## src/design/lsl_pkg.sv

```systemverilog
`timescale 1ns / 1ps
// ----------------------------------------------------------------------------
// lsl_pkg: shared types and constants for the two-channel lux calculator
// Payload structs, register codes, widths and the piecewise-linear
// coefficient tables for both package variants.
// ----------------------------------------------------------------------------
package lsl_pkg;

    // field and datapath widths
    localparam int CNT_W      = 16;
    localparam int SCALE_W    = 20;
    localparam int PROD_W     = CNT_W + SCALE_W;   // count * scale
    localparam int SCALE_SHIFT = 10;
    localparam int CH_W       = PROD_W - SCALE_SHIFT;
    localparam int COEF_W     = 10;
    localparam int MUL_W      = CH_W + COEF_W;
    localparam int QUO_W      = 11;                // quotient bits, 9 frac + round + 1
    localparam int RATIO_W    = QUO_W;
    localparam int LUX_FRAC   = 14;
    localparam int LUX_W      = 17;
    localparam int SEG_N      = 8;
    localparam int DIV_STEPS  = QUO_W - 1;         // first quotient bit is in stage 0

    // config port
    localparam int CFG_IDX_W  = 2;
    localparam int CFG_DATA_W = SCALE_W;

    // queue sizes
    localparam int FQ_DEPTH   = 4;
    localparam int FQ_AW      = 2;
    localparam int OQ_DEPTH   = 16;
    localparam int OQ_AW      = 4;

    // result constants
    localparam logic [LUX_W-1:0] LUX_SAT = 17'd65536;
    localparam logic [LUX_W-1:0] LUX_MAX = 17'd131071;

    // register reset values
    localparam logic               PKG_RST   = 1'b0;
    localparam logic [CNT_W-1:0]   CLIP_RST  = 16'd4900;
    localparam logic [SCALE_W-1:0] SCALE_RST = 20'd479600;

    // register indexes
    typedef enum logic [CFG_IDX_W-1:0] {
        REG_PACKAGE = 2'd0,
        REG_CLIP    = 2'd1,
        REG_SCALE   = 2'd2
    } t_reg_idx;

    typedef struct packed {
        logic [CNT_W-1:0] broadband_count;
        logic [CNT_W-1:0] infrared_count;
    } t_lsl_in;

    typedef struct packed {
        logic [LUX_W-1:0] lux_value;
        logic             saturated;
    } t_lsl_out;

    typedef struct packed {
        logic               package_type;
        logic [CNT_W-1:0]   clip_threshold;
        logic [SCALE_W-1:0] channel_scale;
    } t_lsl_cfg;

    // classified and scaled item between front and back
    typedef struct packed {
        logic            sat;
        logic [CH_W-1:0] ch0;
        logic [CH_W-1:0] ch1;
    } t_lsl_mid;

    // coefficient tables: [package][segment]
    localparam logic [COEF_W-1:0] KNEE_TAB [2][SEG_N] = '{
        '{10'h040, 10'h080, 10'h0c0, 10'h100, 10'h138, 10'h19a, 10'h29a, 10'h29a},
        '{10'h043, 10'h085, 10'h0c8, 10'h10a, 10'h14d, 10'h19a, 10'h29a, 10'h29a}
    };
    localparam logic [COEF_W-1:0] ICPT_TAB [2][SEG_N] = '{
        '{10'h1f2, 10'h214, 10'h23f, 10'h270, 10'h16f, 10'h0d2, 10'h018, 10'h000},
        '{10'h204, 10'h228, 10'h253, 10'h282, 10'h177, 10'h101, 10'h037, 10'h000}
    };
    localparam logic [COEF_W-1:0] SLOPE_TAB [2][SEG_N] = '{
        '{10'h1be, 10'h2d1, 10'h37b, 10'h3fe, 10'h1fc, 10'h0fb, 10'h012, 10'h000},
        '{10'h1ad, 10'h2c1, 10'h363, 10'h3df, 10'h1dd, 10'h127, 10'h02b, 10'h000}
    };

endpackage

```

## src/design/lsl_cfg.sv

```systemverilog
`timescale 1ns / 1ps
// ----------------------------------------------------------------------------
// lsl_cfg: configuration register file
// Holds package select, clip threshold and channel scale; always ready.
// Writes to an index past the register list are dropped.
// ----------------------------------------------------------------------------
module lsl_cfg
    import lsl_pkg::*;
(
    input  logic                  i_clk,
    input  logic                  i_rst_n,
    input  logic                  i_cfg_valid,
    output logic                  o_cfg_ready,
    input  logic [CFG_IDX_W-1:0]  i_cfg_index,
    input  logic [CFG_DATA_W-1:0] i_cfg_data,
    output t_lsl_cfg              o_cfg
);

    t_lsl_cfg r_cfg;
    t_lsl_cfg n_cfg;

    assign o_cfg_ready = 1'b1;
    assign o_cfg       = r_cfg;

    // register decode
    always_comb begin
        n_cfg = r_cfg;
        if (i_cfg_valid) begin
            case (t_reg_idx'(i_cfg_index))
                REG_PACKAGE: n_cfg.package_type   = i_cfg_data[0];
                REG_CLIP:    n_cfg.clip_threshold = i_cfg_data[CNT_W-1:0];
                REG_SCALE:   n_cfg.channel_scale  = i_cfg_data[SCALE_W-1:0];
                default:     n_cfg = r_cfg;
            endcase
        end
    end

    always_ff @(posedge i_clk) begin
        if (!i_rst_n) begin
            r_cfg.package_type   <= PKG_RST;
            r_cfg.clip_threshold <= CLIP_RST;
            r_cfg.channel_scale  <= SCALE_RST;
        end else begin
            r_cfg <= n_cfg;
        end
    end

endmodule

```

## src/design/lsl_front.sv

```systemverilog
`timescale 1ns / 1ps
// ----------------------------------------------------------------------------
// lsl_front: intake, clip check and channel scaling
// Flags clipped measurements, scales both counts and queues the beat
// for the back end in a four-entry queue.
// ----------------------------------------------------------------------------
module lsl_front
    import lsl_pkg::*;
(
    input  logic     i_clk,
    input  logic     i_rst_n,
    input  logic     i_push,
    output logic     o_full,
    input  t_lsl_in  i_item,
    input  t_lsl_cfg i_cfg,
    output logic     o_mid_valid,
    output t_lsl_mid o_mid,
    input  logic     i_mid_take
);

    t_lsl_mid         r_mem [FQ_DEPTH];
    logic [FQ_AW-1:0] r_wr;
    logic [FQ_AW-1:0] r_rd;
    logic [FQ_AW:0]   r_cnt;
    logic [FQ_AW:0]   n_cnt;

    logic              push_ok;
    logic              take_ok;
    logic [PROD_W-1:0] prod0;
    logic [PROD_W-1:0] prod1;
    t_lsl_mid          mid_w;

    assign o_full      = (r_cnt == (FQ_AW+1)'(FQ_DEPTH));
    assign o_mid_valid = (r_cnt != '0);
    assign o_mid       = r_mem[r_rd];
    assign push_ok     = i_push && !o_full;
    assign take_ok     = i_mid_take && o_mid_valid;

    // classify and scale
    always_comb begin
        prod0     = PROD_W'(i_item.broadband_count) * PROD_W'(i_cfg.channel_scale);
        prod1     = PROD_W'(i_item.infrared_count) * PROD_W'(i_cfg.channel_scale);
        mid_w.sat = (i_item.broadband_count > i_cfg.clip_threshold) ||
                    (i_item.infrared_count > i_cfg.clip_threshold);
        mid_w.ch0 = prod0[PROD_W-1:SCALE_SHIFT];
        mid_w.ch1 = prod1[PROD_W-1:SCALE_SHIFT];
    end

    // queue occupancy
    always_comb begin
        n_cnt = r_cnt;
        if (push_ok && !take_ok) n_cnt = r_cnt + 1'b1;
        if (!push_ok && take_ok) n_cnt = r_cnt - 1'b1;
    end

    always_ff @(posedge i_clk) begin
        if (!i_rst_n) begin
            r_wr  <= '0;
            r_rd  <= '0;
            r_cnt <= '0;
        end else begin
            r_cnt <= n_cnt;
            if (push_ok) r_wr <= r_wr + 1'b1;
            if (take_ok) r_rd <= r_rd + 1'b1;
        end
    end

    // queue storage
    always_ff @(posedge i_clk) begin
        if (push_ok) r_mem[r_wr] <= mid_w;
    end

endmodule

```

## src/design/lsl_back.sv

```systemverilog
`timescale 1ns / 1ps
// ----------------------------------------------------------------------------
// lsl_back: ratio division, segment lookup and lux evaluation
// Restoring divider one quotient bit per stage, then coefficient pick,
// two multiplies and rounding. Results land in a 16-entry output queue;
// beats enter only while the queue has room for everything in flight.
// ----------------------------------------------------------------------------
module lsl_back
    import lsl_pkg::*;
(
    input  logic     i_clk,
    input  logic     i_rst_n,
    input  logic     i_mid_valid,
    input  t_lsl_mid i_mid,
    output logic     o_mid_take,
    input  logic     i_pkg_sel,
    output logic     o_empty,
    output t_lsl_out o_result,
    input  logic     i_pop
);

    // credit over pipeline plus output queue
    logic [OQ_AW:0] r_credit;
    logic [OQ_AW:0] n_credit;
    logic           pop_ok;

    // divider stages
    logic             r_dv   [DIV_STEPS+1];
    logic             r_dsat [DIV_STEPS+1];
    logic             r_dzr  [DIV_STEPS+1];
    logic             r_dovf [DIV_STEPS+1];
    logic [CH_W-1:0]  r_dch0 [DIV_STEPS+1];
    logic [CH_W-1:0]  r_dch1 [DIV_STEPS+1];
    logic [CH_W-1:0]  r_drem [DIV_STEPS+1];
    logic [QUO_W-1:0] r_dq   [DIV_STEPS+1];
    logic [CH_W-1:0]  n_drem [DIV_STEPS+1];
    logic [QUO_W-1:0] n_dq   [DIV_STEPS+1];
    logic [CH_W:0]    rem2   [DIV_STEPS+1];
    logic             ge     [DIV_STEPS+1];
    logic             in_zr;
    logic             in_ovf;

    // segment stage
    logic              r_sv;
    logic              r_ssat;
    logic [CH_W-1:0]   r_sch0;
    logic [CH_W-1:0]   r_sch1;
    logic [COEF_W-1:0] r_sb;
    logic [COEF_W-1:0] r_sm;
    logic [QUO_W:0]    q_inc;
    logic [RATIO_W-1:0] ratio;
    logic              found;
    logic [COEF_W-1:0] n_sb;
    logic [COEF_W-1:0] n_sm;

    // multiply stage
    logic             r_mv;
    logic             r_msat;
    logic [MUL_W-1:0] r_mp0;
    logic [MUL_W-1:0] r_mp1;

    // final arithmetic
    logic [MUL_W-1:0]          diff;
    logic [MUL_W:0]            rnd;
    logic [MUL_W-LUX_FRAC:0]   shr;
    t_lsl_out                  res_w;

    // output queue
    t_lsl_out         r_oq   [OQ_DEPTH];
    logic [OQ_AW-1:0] r_oq_wr;
    logic [OQ_AW-1:0] r_oq_rd;
    logic [OQ_AW:0]   r_oq_cnt;
    logic [OQ_AW:0]   n_oq_cnt;

    assign o_mid_take = i_mid_valid && (r_credit < (OQ_AW+1)'(OQ_DEPTH));
    assign o_empty    = (r_oq_cnt == '0);
    assign o_result   = r_oq[r_oq_rd];
    assign pop_ok     = i_pop && !o_empty;

    always_comb begin
        n_credit = r_credit;
        if (o_mid_take && !pop_ok) n_credit = r_credit + 1'b1;
        if (!o_mid_take && pop_ok) n_credit = r_credit - 1'b1;
    end

    // first quotient bit and overflow check (ratio of two or more is off table)
    assign in_zr  = (i_mid.ch0 == '0);
    assign in_ovf = ({1'b0, i_mid.ch1} >= {i_mid.ch0, 1'b0});

    always_comb begin
        rem2[0]   = {1'b0, i_mid.ch1};
        ge[0]     = (i_mid.ch1 >= i_mid.ch0);
        n_drem[0] = ge[0] ? (i_mid.ch1 - i_mid.ch0) : i_mid.ch1;
        n_dq[0]   = QUO_W'(ge[0]);
        for (int k = 1; k <= DIV_STEPS; k++) begin
            rem2[k]   = {r_drem[k-1], 1'b0};
            ge[k]     = (rem2[k] >= {1'b0, r_dch0[k-1]});
            n_drem[k] = ge[k] ? CH_W'(rem2[k] - {1'b0, r_dch0[k-1]})
                              : rem2[k][CH_W-1:0];
            n_dq[k]   = {r_dq[k-1][QUO_W-2:0], ge[k]};
        end
    end

    // divider valid chain
    always_ff @(posedge i_clk) begin
        if (!i_rst_n) begin
            for (int k = 0; k <= DIV_STEPS; k++) r_dv[k] <= 1'b0;
        end else begin
            r_dv[0] <= o_mid_take;
            for (int k = 1; k <= DIV_STEPS; k++) r_dv[k] <= r_dv[k-1];
        end
    end

    // divider payload
    always_ff @(posedge i_clk) begin
        r_dsat[0] <= i_mid.sat;
        r_dzr[0]  <= in_zr;
        r_dovf[0] <= in_ovf;
        r_dch0[0] <= i_mid.ch0;
        r_dch1[0] <= i_mid.ch1;
        r_drem[0] <= n_drem[0];
        r_dq[0]   <= n_dq[0];
        for (int k = 1; k <= DIV_STEPS; k++) begin
            r_dsat[k] <= r_dsat[k-1];
            r_dzr[k]  <= r_dzr[k-1];
            r_dovf[k] <= r_dovf[k-1];
            r_dch0[k] <= r_dch0[k-1];
            r_dch1[k] <= r_dch1[k-1];
            r_drem[k] <= n_drem[k];
            r_dq[k]   <= n_dq[k];
        end
    end

    // round ratio and pick the first segment whose knee covers it
    always_comb begin
        q_inc = {1'b0, r_dq[DIV_STEPS]} + 1'b1;
        ratio = r_dzr[DIV_STEPS] ? '0 : q_inc[QUO_W:1];
        found = 1'b0;
        n_sb  = '0;
        n_sm  = '0;
        if (r_dzr[DIV_STEPS] || !r_dovf[DIV_STEPS]) begin
            for (int i = 0; i < SEG_N; i++) begin
                if (!found && (ratio <= RATIO_W'(KNEE_TAB[i_pkg_sel][i]))) begin
                    found = 1'b1;
                    n_sb  = ICPT_TAB[i_pkg_sel][i];
                    n_sm  = SLOPE_TAB[i_pkg_sel][i];
                end
            end
        end
    end

    always_ff @(posedge i_clk) begin
        if (!i_rst_n) begin
            r_sv <= 1'b0;
            r_mv <= 1'b0;
        end else begin
            r_sv <= r_dv[DIV_STEPS];
            r_mv <= r_sv;
        end
    end

    // segment and multiply payload
    always_ff @(posedge i_clk) begin
        r_ssat <= r_dsat[DIV_STEPS];
        r_sch0 <= r_dch0[DIV_STEPS];
        r_sch1 <= r_dch1[DIV_STEPS];
        r_sb   <= n_sb;
        r_sm   <= n_sm;
        r_msat <= r_ssat;
        r_mp0  <= MUL_W'(r_sch0) * MUL_W'(r_sb);
        r_mp1  <= MUL_W'(r_sch1) * MUL_W'(r_sm);
    end

    // clamp difference, round, scale down, limit to field range
    always_comb begin
        diff = (r_mp0 > r_mp1) ? (r_mp0 - r_mp1) : '0;
        rnd  = {1'b0, diff} + (MUL_W+1)'(1 << (LUX_FRAC - 1));
        shr  = rnd[MUL_W:LUX_FRAC];
        if (r_msat) begin
            res_w.lux_value = LUX_SAT;
            res_w.saturated = 1'b1;
        end else begin
            res_w.lux_value = (shr > (MUL_W-LUX_FRAC+1)'(LUX_MAX)) ? LUX_MAX
                                                                  : shr[LUX_W-1:0];
            res_w.saturated = 1'b0;
        end
    end

    // output queue
    always_comb begin
        n_oq_cnt = r_oq_cnt;
        if (r_mv && !pop_ok) n_oq_cnt = r_oq_cnt + 1'b1;
        if (!r_mv && pop_ok) n_oq_cnt = r_oq_cnt - 1'b1;
    end

    always_ff @(posedge i_clk) begin
        if (!i_rst_n) begin
            r_credit <= '0;
            r_oq_wr  <= '0;
            r_oq_rd  <= '0;
            r_oq_cnt <= '0;
        end else begin
            r_credit <= n_credit;
            r_oq_cnt <= n_oq_cnt;
            if (r_mv)   r_oq_wr <= r_oq_wr + 1'b1;
            if (pop_ok) r_oq_rd <= r_oq_rd + 1'b1;
        end
    end

    always_ff @(posedge i_clk) begin
        if (r_mv) r_oq[r_oq_wr] <= res_w;
    end

endmodule

```

## src/design/light_sensor_lux_calc.sv

```systemverilog
`timescale 1ns / 1ps
// ----------------------------------------------------------------------------
// light_sensor_lux_calc: two-channel ratio lux calculator
// Queue-style top level joining config registers, front end and back end.
// ----------------------------------------------------------------------------
// One measurement (broadband and infrared counts) is taken per clock on
// push while full is low, and one result per measurement comes out in order,
// shown while empty is low and removed on pop. Sustained rate is one item
// per cycle while results are popped; an accepted beat first waits in the
// intake queue, then passes the eleven-stage restoring divider that
// forms the channel ratio, then the lookup, multiply and output queue
// stages. A four-entry queue sits between intake and math, and a
// sixteen-entry output queue absorbs stalls on the result side.
// Configuration writes are taken every cycle and must only happen while
// the block holds no work.
module light_sensor_lux_calc
    import lsl_pkg::*;
(
    input  logic                  i_clk,
    input  logic                  i_rst_n,
    input  logic                  push,
    output logic                  full,
    input  t_lsl_in               i_item,
    output logic                  empty,
    input  logic                  pop,
    output t_lsl_out              o_result,
    input  logic                  i_cfg_valid,
    output logic                  o_cfg_ready,
    input  logic [CFG_IDX_W-1:0]  i_cfg_index,
    input  logic [CFG_DATA_W-1:0] i_cfg_data
);

    t_lsl_cfg cfg;
    t_lsl_mid mid;
    logic     mid_valid;
    logic     mid_take;

    lsl_cfg u_cfg (
        .i_clk       (i_clk),
        .i_rst_n     (i_rst_n),
        .i_cfg_valid (i_cfg_valid),
        .o_cfg_ready (o_cfg_ready),
        .i_cfg_index (i_cfg_index),
        .i_cfg_data  (i_cfg_data),
        .o_cfg       (cfg)
    );

    lsl_front u_front (
        .i_clk       (i_clk),
        .i_rst_n     (i_rst_n),
        .i_push      (push),
        .o_full      (full),
        .i_item      (i_item),
        .i_cfg       (cfg),
        .o_mid_valid (mid_valid),
        .o_mid       (mid),
        .i_mid_take  (mid_take)
    );

    lsl_back u_back (
        .i_clk       (i_clk),
        .i_rst_n     (i_rst_n),
        .i_mid_valid (mid_valid),
        .i_mid       (mid),
        .o_mid_take  (mid_take),
        .i_pkg_sel   (cfg.package_type),
        .o_empty     (empty),
        .o_result    (o_result),
        .i_pop       (pop)
    );

endmodule

```

## config.mk

```make
export PLATFORM = sky130hd
export DESIGN_NAME = light_sensor_lux_calc
export DESIGN_NICKNAME = d
export VERILOG_FILES = /design/src/design/lsl_pkg.sv /design/src/design/lsl_cfg.sv /design/src/design/lsl_front.sv /design/src/design/lsl_back.sv /design/src/design/light_sensor_lux_calc.sv
export SDC_FILE = /design/constraint.sdc
export NUM_CORES = 2
export LEC_CHECK = 0
export BUFFER_PORTS_ARGS = -buffer_cell sky130_fd_sc_hd__buf_2
export CAP_MARGIN = 20
export CORE_MARGIN = 2
export CORE_UTILIZATION = 34
export DETAILED_ROUTE_END_ITERATION = 10
export PLACE_DENSITY = 0.49
export RECOVER_POWER = 25
export SETUP_SLACK_MARGIN = 0.02
export SLEW_MARGIN = 20
export SYNTH_ARGS = -nofsm -noshare
export SYNTH_HDL_FRONTEND = slang
export SYNTH_SLANG_ARGS = --single-unit
```

## constraint.sdc

```tcl
create_clock -name i_clk -period 17.25 [get_ports i_clk]
set_input_delay 3.45 -clock i_clk [delete_from_list [all_inputs] [get_ports i_clk]]
set_output_delay 3.45 -clock i_clk [all_outputs]
set_load 0.03 [all_outputs]
```

==> run metrics <==
drt pass-1 iters=5; Post-synth EDFFs=500; Max-slew headroom=27.0%; Routed WL per cell=18.8 µm; initial antenna violation count=16; first-pass GRT wire length=398000 µm; Slew @ Worst Pin=1.10 ns; clk_lat worst skew=0.85 ns; Reg clk slew, reported paths=0.07 ns; gr ovfl total=0; Netlist cell types=86; syn_nets=11111; Root Buffer=clkbuf_16; setup bufs post-CTS=0; DR DRC count=0; Worst EP required=17.84 ns; H-tree depth=4; gr usage total=17.0%; worst hold path class=reg2reg; Final nets=11100; Syn Inst Count=9402; Post-Syn Area per Cell=10.6 µm²; gr busiest metal=met2; TritonCTS clock tree=built; number of global-route vias before repair=68701; Final Util=37.9%; placed insts=13106; fin crit period=10.14 ns; synth warn=0; Worst path max stage delay=0.55 ns; I/O pins=80; HPWL after DPL=193000 µm; met1 usage=21.4%; largest net degree at the start of global routing=59; sequential-to-total area share from yosys stat=38.3%; RSZ-0062 raised after global routing=no; Port Buf Inserts=78; CP Class=in2reg; #FFs+latches synth=1658; drt via density=4.78; asr flop ratio synth=0%; multi-input logic area=55200 µm²; die height=546 µm; Synth Flop Type=dfxtp_1; Reg area=38200 µm²; FMAX=0.0986 GHz; setup ws final=7.11 ns; RD Place Congestion=0.860; crit path max fanout=21; CP Launch Type=input pin; core area=292000 µm²; die area=298000 µm²; Final Max Slew Viols=0; Std-Cell Rows=198; Sink Count=1658; GRT met3 Usage=2.03%; fill count=28732; via count=64181; pre-CTS setup slack=6.19 ns; Top cell by count, worst path=fa_1; Area Growth Syn to Fin=10.8%; CTS Hold Buffers Added=0; clk buf depth=4; PostCTS Resize Cnt=0; cell area after synthesis=99800 µm²; Setup Skew=0.0727 ns; Crit path arrival time=10.73 ns; post-route insts no fill=13440; share of layout cells above drive strength 1=8.17%; Slowest-stage cell, CP=fa_1; number of CTS-inserted buffers=182; Routed WL=253000 µm; Die Span X=546 µm; Initial Utilization=34.2%; fin crit share=58.8%; M2 GR Usage=30.3%; remaining antenna violation count after routing=0; number of max-cap violations=0; total negative slack=0 ns; Worst Setup End Kind=flip-flop; final hold violation count=0; Initial DRC Count=3640; # setup viols final=0; status=finished clean
==> worst paths after layout <==
kind / start / cells after the start / slack (ns) / to
setup / recovery: i_item[23] / 26 / 7.11 / u_front.r_mem[0][50]
hold / removal: u_back.r_dsat[0] / 0 / 0.28 / u_back.r_dsat[1]
setup reg to reg: u_cfg.o_cfg[8] / 24 / 9.05 / u_front.r_mem[0][50]
hold reg to reg: u_back.r_dsat[0] / 0 / 0.28 / u_back.r_dsat[1]
==> routing by layer <==
metal  vias to the layer above  share of wire [%]
met2                      1115                 50
li1                      30699                  -
met5                         -              0.045
met1                     31966                 44
met4                        18                2.7
met3                       383                3.6
==> layout by cell type, fill, tap and decap left out, types with 190 or more instances in the layout <==
cell type,Yosys,final
inv_1,1407,1407
dfxtp_1,1158,1142
nand2_1,950,950
fa_1,891,891
ha_1,759,759
and2_1,601,589
edfxtp_1,500,500
a21oi_1,413,405
nor2_1,346,346
xnor2_1,246,246
o21ai_0,245,243
clkbuf_16,0,190
==> through the flow <==
step	hold WS [ns]	instance area (µm²)
2_1_floorplan	0.310	99800
3_3_place_gp	0.310	104000
3_5_place_dp	0.312	104000
4_1_cts	0.273	111000
5_1_grt	0.281	111000
6_report	0.285	111000
==> Yosys cell counts (110+ instances only) <==
cell type / number / area (µm²)
and2_1: 601 / 3760
nand2_1: 950 / 3570
xor2_1: 110 / 963
ha_1: 759 / 9500
nor2_1: 346 / 1300
dfxtp_1: 1158 / 23200
mux4_2: 141 / 3180
fa_1: 891 / 17800
mux2_2: 110 / 1240
clkbuf_1: 301 / 1130
inv_1: 1407 / 5280
xnor2_1: 246 / 2150
a21o_1: 180 / 1350
edfxtp_1: 500 / 15000
a21oi_1: 413 / 2070
o21ai_0: 245 / 1230
==> critical path, delay by kind of cell <==
family                     cells  cell delay, ns
AOI/OAI and AO/OA              8            2.47
xor gates and xnor gates       1            0.20
adders and majority gates      7            3.33
buffers and inverters          6            0.72
and+or+nand+nor                4            0.54
==> final cells by class <==
class                           instances  share of cell area [%]
Antenna cell                           10                  0.0226
Clock buffer                          246                    4.73
Clock inverter                         77                   0.826
Inverter                             1408                    4.78
Multi-Input combinational cell       5999                    49.9
Sequential cell                      1658                    34.6
Tap cell                             3900                    4.41
Timing Repair Buffer                  142                   0.790
==> sequential cells by signal, indices dropped and copies added (netlist names), 36 cells and up, named ones only <==
| signal | count |
|---|---|
| u_back.r_oq | 288 |
| u_back.r_dch0 | 286 |
| u_back.r_dch1 | 286 |
| u_back.r_drem | 260 |
| u_front.r_mem | 212 |
| u_back.r_dq | 66 |
| u_cfg.o_cfg | 37 |
| u_back.r_mp0 | 36 |
| u_back.r_mp1 | 36 |
==> cells by family after synthesis <==
family / synth area share, %
AND/OR/NAND/NOR: 12.1
buffers and inverters: 6.59
XOR/XNOR: 3.12
multiplexers: 4.61
flip-flops: 38.3
other: 0.00376
adder cells (fa/ha/maj): 27.4
AO/OA/AOI/OAI: 7.97
Power is left out: the tool's default activity adds up to more than one toggle a clock period on the data nets, which glitch-free logic cannot reach.
